### config.mk
export PLATFORM = sky130hd
export DESIGN_NAME = debounced_keypad_dac_setpoint
export DESIGN_NICKNAME = d
export VERILOG_FILES = /design/src/sv/dkds_pkg.sv /design/src/sv/debounced_keypad_dac_setpoint.sv /design/src/sv/dkds_csr.sv /design/src/sv/dkds_key_ctrl.sv /design/src/sv/dkds_digits.sv
export SDC_FILE = /design/constraint.sdc
export NUM_CORES = 1
export LEC_CHECK = 0
export ABC_AREA = 1
export BUFFER_PORTS_ARGS = -buffer_cell sky130_fd_sc_hd__buf_2
export CAP_MARGIN = 0
export CORE_MARGIN = 10
export CORE_UTILIZATION = 23
export DETAILED_ROUTE_END_ITERATION = 6
export SLEW_MARGIN = 20
export SYNTH_ARGS = -nofsm -noshare
export SYNTH_HDL_FRONTEND = slang
export SYNTH_SLANG_ARGS = --single-unit
### constraint.sdc
create_clock -name clock -period 9.4 [get_ports clock]
set_clock_uncertainty 0.15 [all_clocks]
set_input_delay 0.94 -clock clock [delete_from_list [all_inputs] [get_ports clock]]
set_output_delay 0.94 -clock clock [all_outputs]
set_load 0.01 [all_outputs]
### src/sv/dkds_pkg.sv
// Shared types, constants and helpers for debounced_keypad_dac_setpoint.
// No dependencies; every other file of the block imports this package.
package dkds_pkg;

   localparam int unsigned KEY_W      = 4;
   localparam int unsigned CODE_W     = 8;
   localparam int unsigned VREF_W     = 14;
   localparam int unsigned RUN_W      = 4;
   localparam int unsigned QUOT_W     = 7;
   localparam int unsigned MV_W       = 14;
   localparam int unsigned DIGIT_W    = 4;
   localparam int unsigned PROD_W     = QUOT_W + CODE_W;

   // Active-low key line patterns
   localparam logic [KEY_W-1:0] LINES_IDLE = 4'hF;
   localparam logic [KEY_W-1:0] LINES_S1   = 4'hE;
   localparam logic [KEY_W-1:0] LINES_S5   = 4'hD;
   localparam logic [KEY_W-1:0] LINES_K3   = 4'hB;
   localparam logic [KEY_W-1:0] LINES_K4   = 4'h7;

   // Register map (byte address bit 2 selects the register)
   localparam int unsigned CSR_ADDR_W  = 3;
   localparam int unsigned CSR_DATA_W  = 32;
   localparam logic        REG_VREF     = 1'b0;
   localparam logic        REG_DEBOUNCE = 1'b1;

   localparam int unsigned VREF_RESET_VAL = 4700;
   localparam logic [VREF_W-1:0] VREF_RESET     = VREF_W'(VREF_RESET_VAL);
   localparam logic [RUN_W-1:0]  DEBOUNCE_RESET = 4'd5;

   // x / 255 == ((x + 1) * 257) >> 16 for x below 65535
   localparam int unsigned DIV255_MUL   = 257;
   localparam int unsigned DIV255_SHIFT = 16;
   localparam int unsigned DIV255_PW    = 24;
   localparam logic [QUOT_W-1:0] VREF_QUOT_RESET = QUOT_W'(VREF_RESET_VAL / 255);

   localparam logic [MV_W-1:0]    MV_MAX      = 14'd9999;
   localparam logic [DIGIT_W-1:0] BLANK_DIGIT = 4'd10;

   typedef enum logic [2:0] {
      KEY_NONE = 3'd0,
      KEY_UP   = 3'd1,
      KEY_DOWN = 3'd2,
      KEY_AUX3 = 3'd3,
      KEY_AUX4 = 3'd4
   } key_code_type;

   typedef struct packed {
      logic [CODE_W-1:0] dac_code;
      logic              dac_write;
      key_code_type      released_key;
   } key_result_type;

   typedef struct packed {
      logic [DIGIT_W-1:0] digit;
      logic [MV_W-1:0]    rest;
   } digit_split_type;

   typedef struct packed {
      logic [CODE_W-1:0]  dac_code;
      logic               dac_write;
      key_code_type       released_key;
      logic [DIGIT_W-1:0] digit_thousands;
      logic [DIGIT_W-1:0] digit_hundreds;
      logic [DIGIT_W-1:0] digit_tens;
      logic [DIGIT_W-1:0] digit_ones;
   } display_type;

   // Load strobes for the six pipeline registers
   typedef struct packed {
      logic key;
      logic state;
      logic product;
      logic thousands;
      logic hundreds;
      logic result;
   } pipe_load_type;

   // One decimal digit of a value below 10 * base: parallel threshold compares
   function automatic digit_split_type split_digit(input logic [MV_W-1:0] value,
                                                   input logic [MV_W-1:0] base);
      digit_split_type res;
      res.digit = '0;
      for (int k = 1; k <= 9; k++) begin
         if (value >= MV_W'(k * base)) begin
            res.digit = res.digit + DIGIT_W'(1);
         end
      end
      res.rest = value - MV_W'(res.digit * base);
      return res;
   endfunction

endpackage

### src/sv/debounced_keypad_dac_setpoint.sv
// Top level of debounced_keypad_dac_setpoint: pipeline control and ports.
// Depends on dkds_pkg, dkds_csr, dkds_key_ctrl and dkds_digits.
//
//   channel | direction | handshake          | payload
//   --------+-----------+--------------------+-----------------------------------
//   req     | in        | req_valid/req_stall| req_key_lines
//   rsp     | out       | rsp_valid/rsp_stall| rsp_dac_code, rsp_dac_write,
//           |           |                    | rsp_released_key, rsp_digit_*
//   csr     | in/out    | psel/penable/pready| vref_mv at 0x0, debounce_count at 0x4
//
// One request is taken per cycle while req_stall is low; each then passes the
// state, product, thousands, hundreds and result registers. The key state update
// (debounce counter, latch, setpoint) is a read-modify-write done as a request
// leaves the input register. reset is synchronous and clears all valid bits
// and key state; registers return to vref_mv 4700 and debounce_count 5.
// A stalled result holds while empty stages keep filling behind it.
module debounced_keypad_dac_setpoint
   import dkds_pkg::*;
(
   input  logic                  clock,
   input  logic                  reset,

   input  logic                  req_valid,
   output logic                  req_stall,
   input  logic [KEY_W-1:0]      req_key_lines,

   output logic                  rsp_valid,
   input  logic                  rsp_stall,
   output logic [CODE_W-1:0]     rsp_dac_code,
   output logic                  rsp_dac_write,
   output logic [2:0]            rsp_released_key,
   output logic [DIGIT_W-1:0]    rsp_digit_thousands,
   output logic [DIGIT_W-1:0]    rsp_digit_hundreds,
   output logic [DIGIT_W-1:0]    rsp_digit_tens,
   output logic [DIGIT_W-1:0]    rsp_digit_ones,

   input  logic                  csr_psel,
   input  logic                  csr_penable,
   input  logic                  csr_pwrite,
   input  logic [CSR_ADDR_W-1:0] csr_paddr,
   input  logic [CSR_DATA_W-1:0] csr_pwdata,
   output logic [CSR_DATA_W-1:0] csr_prdata,
   output logic                  csr_pready
);

   // Valid bits, one per pipeline register: key, state, product,
   // thousands, hundreds, result
   logic [5:0]        valid_ff, valid_in;
   logic [5:0]        free;
   pipe_load_type     load;
   logic [KEY_W-1:0]  key_lines_ff;
   logic [QUOT_W-1:0] vref_quot;
   logic [RUN_W-1:0]  debounce_count;
   key_result_type    key_result;
   display_type       display;

   // Stage k may load when empty or when its content moves on this cycle
   always_comb begin
      free[5]        = !valid_ff[5] || !rsp_stall;
      load.result    = valid_ff[4] && free[5];
      free[4]        = !valid_ff[4] || load.result;
      load.hundreds  = valid_ff[3] && free[4];
      free[3]        = !valid_ff[3] || load.hundreds;
      load.thousands = valid_ff[2] && free[3];
      free[2]        = !valid_ff[2] || load.thousands;
      load.product   = valid_ff[1] && free[2];
      free[1]        = !valid_ff[1] || load.product;
      load.state     = valid_ff[0] && free[1];
      free[0]        = !valid_ff[0] || load.state;
      load.key       = req_valid && free[0];

      // Set on load, drop when the content moves downstream
      valid_in[0] = load.key       || (valid_ff[0] && !load.state);
      valid_in[1] = load.state     || (valid_ff[1] && !load.product);
      valid_in[2] = load.product   || (valid_ff[2] && !load.thousands);
      valid_in[3] = load.thousands || (valid_ff[3] && !load.hundreds);
      valid_in[4] = load.hundreds  || (valid_ff[4] && !load.result);
      valid_in[5] = load.result    || (valid_ff[5] && rsp_stall);
   end

   always_ff @(posedge clock) begin
      if (reset) begin
         valid_ff <= '0;
      end else begin
         valid_ff <= valid_in;
      end
   end

   // Input register: hold the sampled key lines
   always_ff @(posedge clock) begin
      if (load.key) begin
         key_lines_ff <= req_key_lines;
      end
   end

   dkds_csr u_csr (
      .clock          (clock),
      .reset          (reset),
      .psel           (csr_psel),
      .penable        (csr_penable),
      .pwrite         (csr_pwrite),
      .paddr          (csr_paddr),
      .pwdata         (csr_pwdata),
      .prdata         (csr_prdata),
      .vref_quot      (vref_quot),
      .debounce_count (debounce_count)
   );

   dkds_key_ctrl u_key_ctrl (
      .clock          (clock),
      .reset          (reset),
      .load           (load.state),
      .key_lines      (key_lines_ff),
      .debounce_count (debounce_count),
      .result         (key_result)
   );

   dkds_digits u_digits (
      .clock      (clock),
      .load       (load),
      .key_result (key_result),
      .vref_quot  (vref_quot),
      .display    (display)
   );

   assign csr_pready = 1'b1;
   assign req_stall  = !free[0];
   assign rsp_valid  = valid_ff[5];

   assign rsp_dac_code        = display.dac_code;
   assign rsp_dac_write       = display.dac_write;
   assign rsp_released_key    = display.released_key;
   assign rsp_digit_thousands = display.digit_thousands;
   assign rsp_digit_hundreds  = display.digit_hundreds;
   assign rsp_digit_tens      = display.digit_tens;
   assign rsp_digit_ones      = display.digit_ones;

endmodule

### src/sv/dkds_csr.sv
// Configuration registers of debounced_keypad_dac_setpoint, APB-style write/read.
// Depends on dkds_pkg. Keeps vref_mv / 255 precomputed on each vref_mv write.
module dkds_csr
   import dkds_pkg::*;
(
   input  logic                  clock,
   input  logic                  reset,
   input  logic                  psel,
   input  logic                  penable,
   input  logic                  pwrite,
   input  logic [CSR_ADDR_W-1:0] paddr,
   input  logic [CSR_DATA_W-1:0] pwdata,
   output logic [CSR_DATA_W-1:0] prdata,
   output logic [QUOT_W-1:0]     vref_quot,
   output logic [RUN_W-1:0]      debounce_count
);

   logic [VREF_W-1:0]    vref_ff;
   logic [RUN_W-1:0]     debounce_ff;
   logic [QUOT_W-1:0]    vref_quot_ff;
   logic                 wr_en;
   logic [VREF_W:0]      vref_inc;
   logic [DIV255_PW-1:0] quot_prod;

   assign wr_en     = psel && penable && pwrite;
   assign vref_inc  = (VREF_W+1)'(pwdata[VREF_W-1:0]) + (VREF_W+1)'(1);
   assign quot_prod = DIV255_PW'(vref_inc) * DIV255_PW'(DIV255_MUL);

   always_ff @(posedge clock) begin
      if (reset) begin
         vref_ff      <= VREF_RESET;
         debounce_ff  <= DEBOUNCE_RESET;
         vref_quot_ff <= VREF_QUOT_RESET;
      end else if (wr_en) begin
         if (paddr[2] == REG_VREF) begin
            vref_ff      <= pwdata[VREF_W-1:0];
            vref_quot_ff <= quot_prod[DIV255_SHIFT +: QUOT_W];
         end else begin
            debounce_ff <= pwdata[RUN_W-1:0];
         end
      end
   end

   always_comb begin
      if (paddr[2] == REG_DEBOUNCE) begin
         prdata = CSR_DATA_W'(debounce_ff);
      end else begin
         prdata = CSR_DATA_W'(vref_ff);
      end
   end

   assign vref_quot      = vref_quot_ff;
   assign debounce_count = debounce_ff;

endmodule

### src/sv/dkds_key_ctrl.sv
// Debounce, key latch, release detect and setpoint update for one sample.
// Depends on dkds_pkg. Result goes to a register loaded with the state.
module dkds_key_ctrl
   import dkds_pkg::*;
(
   input  logic                 clock,
   input  logic                 reset,
   input  logic                 load,
   input  logic [KEY_W-1:0]     key_lines,
   input  logic [RUN_W-1:0]     debounce_count,
   output key_result_type       result
);

   logic [RUN_W-1:0]  press_run_ff, press_run_in;
   logic              qualified_ff, qualified_in;
   key_code_type      latched_ff, latched_in;
   logic [CODE_W-1:0] setpoint_ff, setpoint_in;
   key_result_type    result_ff, result_in;

   logic              idle;
   logic              hit;
   logic              qual_mid;
   logic              release_now;
   logic [RUN_W-1:0]  run_inc;
   key_code_type      pressed_code;

   always_comb begin
      case (key_lines)
         LINES_S1: pressed_code = KEY_UP;
         LINES_S5: pressed_code = KEY_DOWN;
         LINES_K3: pressed_code = KEY_AUX3;
         LINES_K4: pressed_code = KEY_AUX4;
         default:  pressed_code = KEY_NONE;
      endcase
   end

   always_comb begin
      idle         = (key_lines == LINES_IDLE);
      run_inc      = idle ? '0 : press_run_ff + RUN_W'(1);
      hit          = (run_inc == debounce_count);
      press_run_in = hit ? '0 : run_inc;
      qual_mid     = qualified_ff || hit;
      latched_in   = (hit && pressed_code != KEY_NONE) ? pressed_code : latched_ff;
      release_now  = qual_mid && idle;
      qualified_in = release_now ? 1'b0 : qual_mid;

      setpoint_in            = setpoint_ff;
      result_in.dac_write    = 1'b0;
      result_in.released_key = release_now ? latched_in : KEY_NONE;
      if (release_now && latched_in == KEY_UP) begin
         setpoint_in         = setpoint_ff + CODE_W'(1);
         result_in.dac_write = 1'b1;
      end else if (release_now && latched_in == KEY_DOWN) begin
         setpoint_in         = setpoint_ff - CODE_W'(1);
         result_in.dac_write = 1'b1;
      end
      result_in.dac_code = setpoint_in;
   end

   always_ff @(posedge clock) begin
      if (reset) begin
         press_run_ff <= '0;
         qualified_ff <= 1'b0;
         latched_ff   <= KEY_NONE;
         setpoint_ff  <= '0;
      end else if (load) begin
         press_run_ff <= press_run_in;
         qualified_ff <= qualified_in;
         latched_ff   <= latched_in;
         setpoint_ff  <= setpoint_in;
      end
   end

   always_ff @(posedge clock) begin
      if (load) begin
         result_ff <= result_in;
      end
   end

   assign result = result_ff;

endmodule

### src/sv/dkds_digits.sv
// Millivolt product, saturation and decimal digit split, one step per stage.
// Depends on dkds_pkg. Stage loads come from the top-level pipeline control.
module dkds_digits
   import dkds_pkg::*;
(
   input  logic              clock,
   input  pipe_load_type     load,
   input  key_result_type    key_result,
   input  logic [QUOT_W-1:0] vref_quot,
   output display_type       display
);

   key_result_type     key_p_ff, key_t_ff, key_h_ff;
   logic [MV_W-1:0]    mv_ff;
   logic [DIGIT_W-1:0] th_t_ff, th_h_ff, hu_h_ff;
   logic [9:0]         rest_t_ff;
   logic [6:0]         rest_h_ff;
   display_type        display_ff, display_in;

   logic [PROD_W-1:0]  product;
   logic [MV_W-1:0]    mv_in;
   digit_split_type    th_split, hu_split, te_split;

   assign product = PROD_W'(vref_quot) * PROD_W'(key_result.dac_code);
   assign mv_in   = (product > PROD_W'(MV_MAX)) ? MV_MAX : product[MV_W-1:0];

   assign th_split = split_digit(mv_ff, MV_W'(1000));
   assign hu_split = split_digit(MV_W'(rest_t_ff), MV_W'(100));
   assign te_split = split_digit(MV_W'(rest_h_ff), MV_W'(10));

   always_comb begin
      display_in.dac_code     = key_h_ff.dac_code;
      display_in.dac_write    = key_h_ff.dac_write;
      display_in.released_key = key_h_ff.released_key;
      display_in.digit_thousands = (th_h_ff == '0) ? BLANK_DIGIT : th_h_ff;
      display_in.digit_hundreds  = (th_h_ff == '0 && hu_h_ff == '0) ? BLANK_DIGIT : hu_h_ff;
      display_in.digit_tens      = (th_h_ff == '0 && hu_h_ff == '0 && te_split.digit == '0)
                                   ? BLANK_DIGIT : te_split.digit;
      display_in.digit_ones      = te_split.rest[DIGIT_W-1:0];
   end

   always_ff @(posedge clock) begin
      if (load.product) begin
         key_p_ff <= key_result;
         mv_ff    <= mv_in;
      end
      if (load.thousands) begin
         key_t_ff  <= key_p_ff;
         th_t_ff   <= th_split.digit;
         rest_t_ff <= th_split.rest[9:0];
      end
      if (load.hundreds) begin
         key_h_ff  <= key_t_ff;
         th_h_ff   <= th_t_ff;
         hu_h_ff   <= hu_split.digit;
         rest_h_ff <= hu_split.rest[6:0];
      end
      if (load.result) begin
         display_ff <= display_in;
      end
   end

   assign display = display_ff;

endmodule

==> flow_summary.json <==
{
  "status": "finished clean",
  "yosys.cell_count.top_type": "nand2_1",
  "avgSynthCellArea_um2": 8.03,
  "seq_area_frac_synth_pct": 37.7,
  "hp-class": "flip-flop to flip-flop",
  "slew_violations": 0,
  "syn_inst": 1531,
  "synthMuxAreaShare_pct": 0.0814,
  "clock_latency_ns": 0.44,
  "coreArea_um2": 52800,
  "syn2layout_area_growth_pct": 13.5,
  "post-cts-setup-buffer-count": 0,
  "ctsResizeCount": 0,
  "antenna_cells": 0,
  "first_pass_iters": 5,
  "reg2reg_depth": 36,
  "synth-simple-area-share_pct": 24.2,
  "gp_congestion": 0.824,
  "drv_cap": 0,
  "whs_endpoint": "u_digits.th_h_ff[2]",
  "stdcell_area_um2": 14000,
  "route.detailed.drc": 0,
  "viasPerCell": 4.17,
  "grt_pass1_vias": 9445,
  "min_from": "u_digits.th_t_ff[2]",
  "synth_area_um2": 12300,
  "antenna_found_initial": 0,
  "synth_adder_area_share_pct": 15.7,
  "fillers": 5667,
  "hold_path_depth": 0,
  "crit_top_cell": "nand3_1",
  "synth_edf_count": 123,
  "placed_cells": 2263,
  "peakVddDrop_mv": 0.141,
  "cts_buffers": 17,
  "synth_xor_xnor_area_share_pct": 4.88,
  "grt_max_degree": 34,
  "synthArstFlopShare_pct": 0,
  "drive_gt1_share_pct": 10.6,
  "synth_top_area_share_pct": 30.1,
  "synth_compound_area_share_pct": 6.31,
  "slowest_stage": "o21ai_0",
  "via_count": 9574,
  "antenna_left": 0,
  "worst_slack_ns": 1.98,
  "leakage_nw": 6.93,
  "setup_viol": 0,
  "dp_hpwl_um": 19400,
  "seq_area_um2": 4630,
  "cts_max_path_buffers": 2,
  "yosysTopAreaCell": "edfxtp_1",
  "fp.dieH_um": 251,
  "r2r_setup_slack_ns": 1.98,
  "totalPowerFinal_mw": 3.18,
  "max-slew-margin-rel_pct": 33.6,
  "cts_tree": "yes",
  "yosysWarnings": 0,
  "initial_utilization_pct": 23.3,
  "worst_pin_slew_ns": 0.990,
  "placed_area_um2": 13400,
  "dp_slack_ns": 2.00,
  "cp.arrival_ns": 7.45,
  "fin_cells": 2295,
  "start_kind": "flip-flop",
  "multiInputGateArea_um2": 6390,
  "synth-seq-cells": 170,
  "synth-main-ff-cell": "edfxtp_1",
  "htreeDepth": 4,
  "io_pins": 109,
  "worstSetupPathType": "flip-flop to flip-flop",
  "grt_pass1_wl_um": 43000,
  "rr_startpoint": "u_digits.mv_ff[4]",
  "cts.sink_count": 170,
  "synth_commonest_cells": "385 x nand2_1, 280 x inv_1, 123 x edfxtp_1",
  "root_buffer": "clkbuf_16",
  "clk_pin_slew_ns": 0.08,
  "initialDrtViolationCount": 566,
  "fp-row-count": 84,
  "cp-end-kind": "flip-flop",
  "r2r-end": "u_digits.rest_t_ff[9]",
  "ys_top_cells_by_area": "edfxtp_1 30%, nand2_1 12%, ha_1 9.9%, inv_1 8.6%, dfxtp_1 7.7%",
  "port_buffers": 69,
  "nets": 1773,
  "synth.distinct_cells": 53,
  "cp_max_fo": 5,
  "grt_util_all_layers_pct": 7.99,
  "routedWlPerCell_um": 10.7,
  "cpPeakStageDelay_ns": 0.69,
  "grt_overflow_total": 0,
  "dieArea_um2": 63100,
  "required_ns": 9.43,
  "finalCritPeriodShare_pct": 78.9,
  "hold_violations": 0,
  "synth_top_family_by_area": "simple AND/OR/NAND/NOR gates",
  "finalSetupTns_ns": 0,
  "power_density_nw_per_um2": 228,
  "die_w_um": 251,
  "totalWireLength_um": 24500,
  "timing.final.crit_period_ns": 7.42,
  "rsz0062_at_grt": "false",
  "max_freq_ghz": 0.135,
  "ctsHoldBuffers": 0
}
-- stage by stage --
stage	utilization [%]	hold slack, ns
global placement	25.3	0.252
CTS	26.4	0.258
detailed placement	25.3	0.255
floorplan	-	0.250
global route	26.4	0.269
finish	26.4	0.254
-- how the worst max path moves through the flow --
stage	slack [ns]	cells past startpoint	start	to
after global routing	1.29	36	u_digits.mv_ff[4]	u_digits.rest_t_ff[9]
after CTS	1.95	37	u_digits.mv_ff[4]	u_digits.rest_t_ff[9]
after detailed placement	2.00	37	u_digits.mv_ff[4]	u_digits.rest_t_ff[9]
final	1.98	36	u_digits.mv_ff[4]	u_digits.rest_t_ff[9]
after floorplan	2.80	35	u_digits.mv_ff[4]	u_digits.rest_t_ff[9]
after global placement	2.11	37	u_digits.mv_ff[4]	u_digits.rest_t_ff[9]
-- critical path: cells and delay by family, from the launching register on --
kind / cells / cell delay, ns
XOR/XNOR: 3 / 0.43
AND/OR/NAND/NOR: 16 / 1.70
AO/OA/AOI/OAI: 3 / 1.07
buffers and inverters: 6 / 0.53
adder cells (fa/ha/maj): 8 / 2.77
flip-flops: 1 / 0.47
-- cell type report --
| type | instances | area share (%) |
|---|---|---|
| clock inverters | 15 | 1.24 |
| clock buffers | 17 | 3.05 |
| flip-flops and latches | 170 | 33.2 |
| well taps | 688 | 6.17 |
| inverters | 294 | 7.91 |
| repair buffers | 72 | 2.64 |
| multi-input cells | 1039 | 45.8 |
-- cells by family after synthesis --
kind of cell,after synthesis
multiplexers,1
AO/OA/AOI/OAI,138
other,2
buffers and inverters,339
adder cells (fa/ha/maj),133
AND/OR/NAND/NOR,683
flip-flops,170
XOR/XNOR,65
-- cells in the final DEF (no fill, tap or decap), drive strengths merged, types with 5 or more instances in the layout --
cell / netlist / final
edfxtp: 123 / 123
conb: 2 / 19
clkinv: 1 / 7
nand2: 400 / 400
o211ai: 8 / 8
nor3: 9 / 9
nand4: 15 / 15
nand3: 123 / 123
a31oi: 5 / 5
inv: 293 / 300
a21oi: 63 / 63
xnor2: 14 / 14
ha: 97 / 97
o21ai: 52 / 52
dfxtp: 47 / 47
buf: 23 / 72
nor2: 104 / 104
nand3b: 7 / 7
xor2: 51 / 51
fa: 36 / 36
nor4: 5 / 5
clkbuf: 22 / 17
or2: 14 / 14
-- sequential cells by signal, summed over array words and instances (netlist names), 7 cells and up --
signal	count
u_csr.vref_ff	14
u_digits.rest_t_ff	10
u_digits.display_in	12
u_digits.display	28
u_digits.mv_ff	14
u_key_ctrl.setpoint_ff	8
u_digits.key_p_ff	12
u_csr.vref_quot	7
u_digits.rest_h_ff	7
u_digits.key_t_ff	12
u_key_ctrl.result	12
-- power by group --
part	internal, mW	switching, mW	leakage, nW	total (mW)
combinational	0.593	0.938	5.12	1.53
sequential	0.907	0.0332	1.51	0.940
clock	0.381	0.332	0.294	0.713
total	1.88	1.30	6.93	3.18
-- per-layer routing --
metal / up-vias / share of wire (%) / GRT usage (%)
li1: 4971 / - / -
met1: 4473 / 46 / 9.41
met2: 114 / 50 / 14.3
met3: 16 / 2.9 / 1.54
met4: 0 / 1.2 / 2.56
met5: - / 0 / 0
No activity file was read; power rests on OpenSTA's default activity.
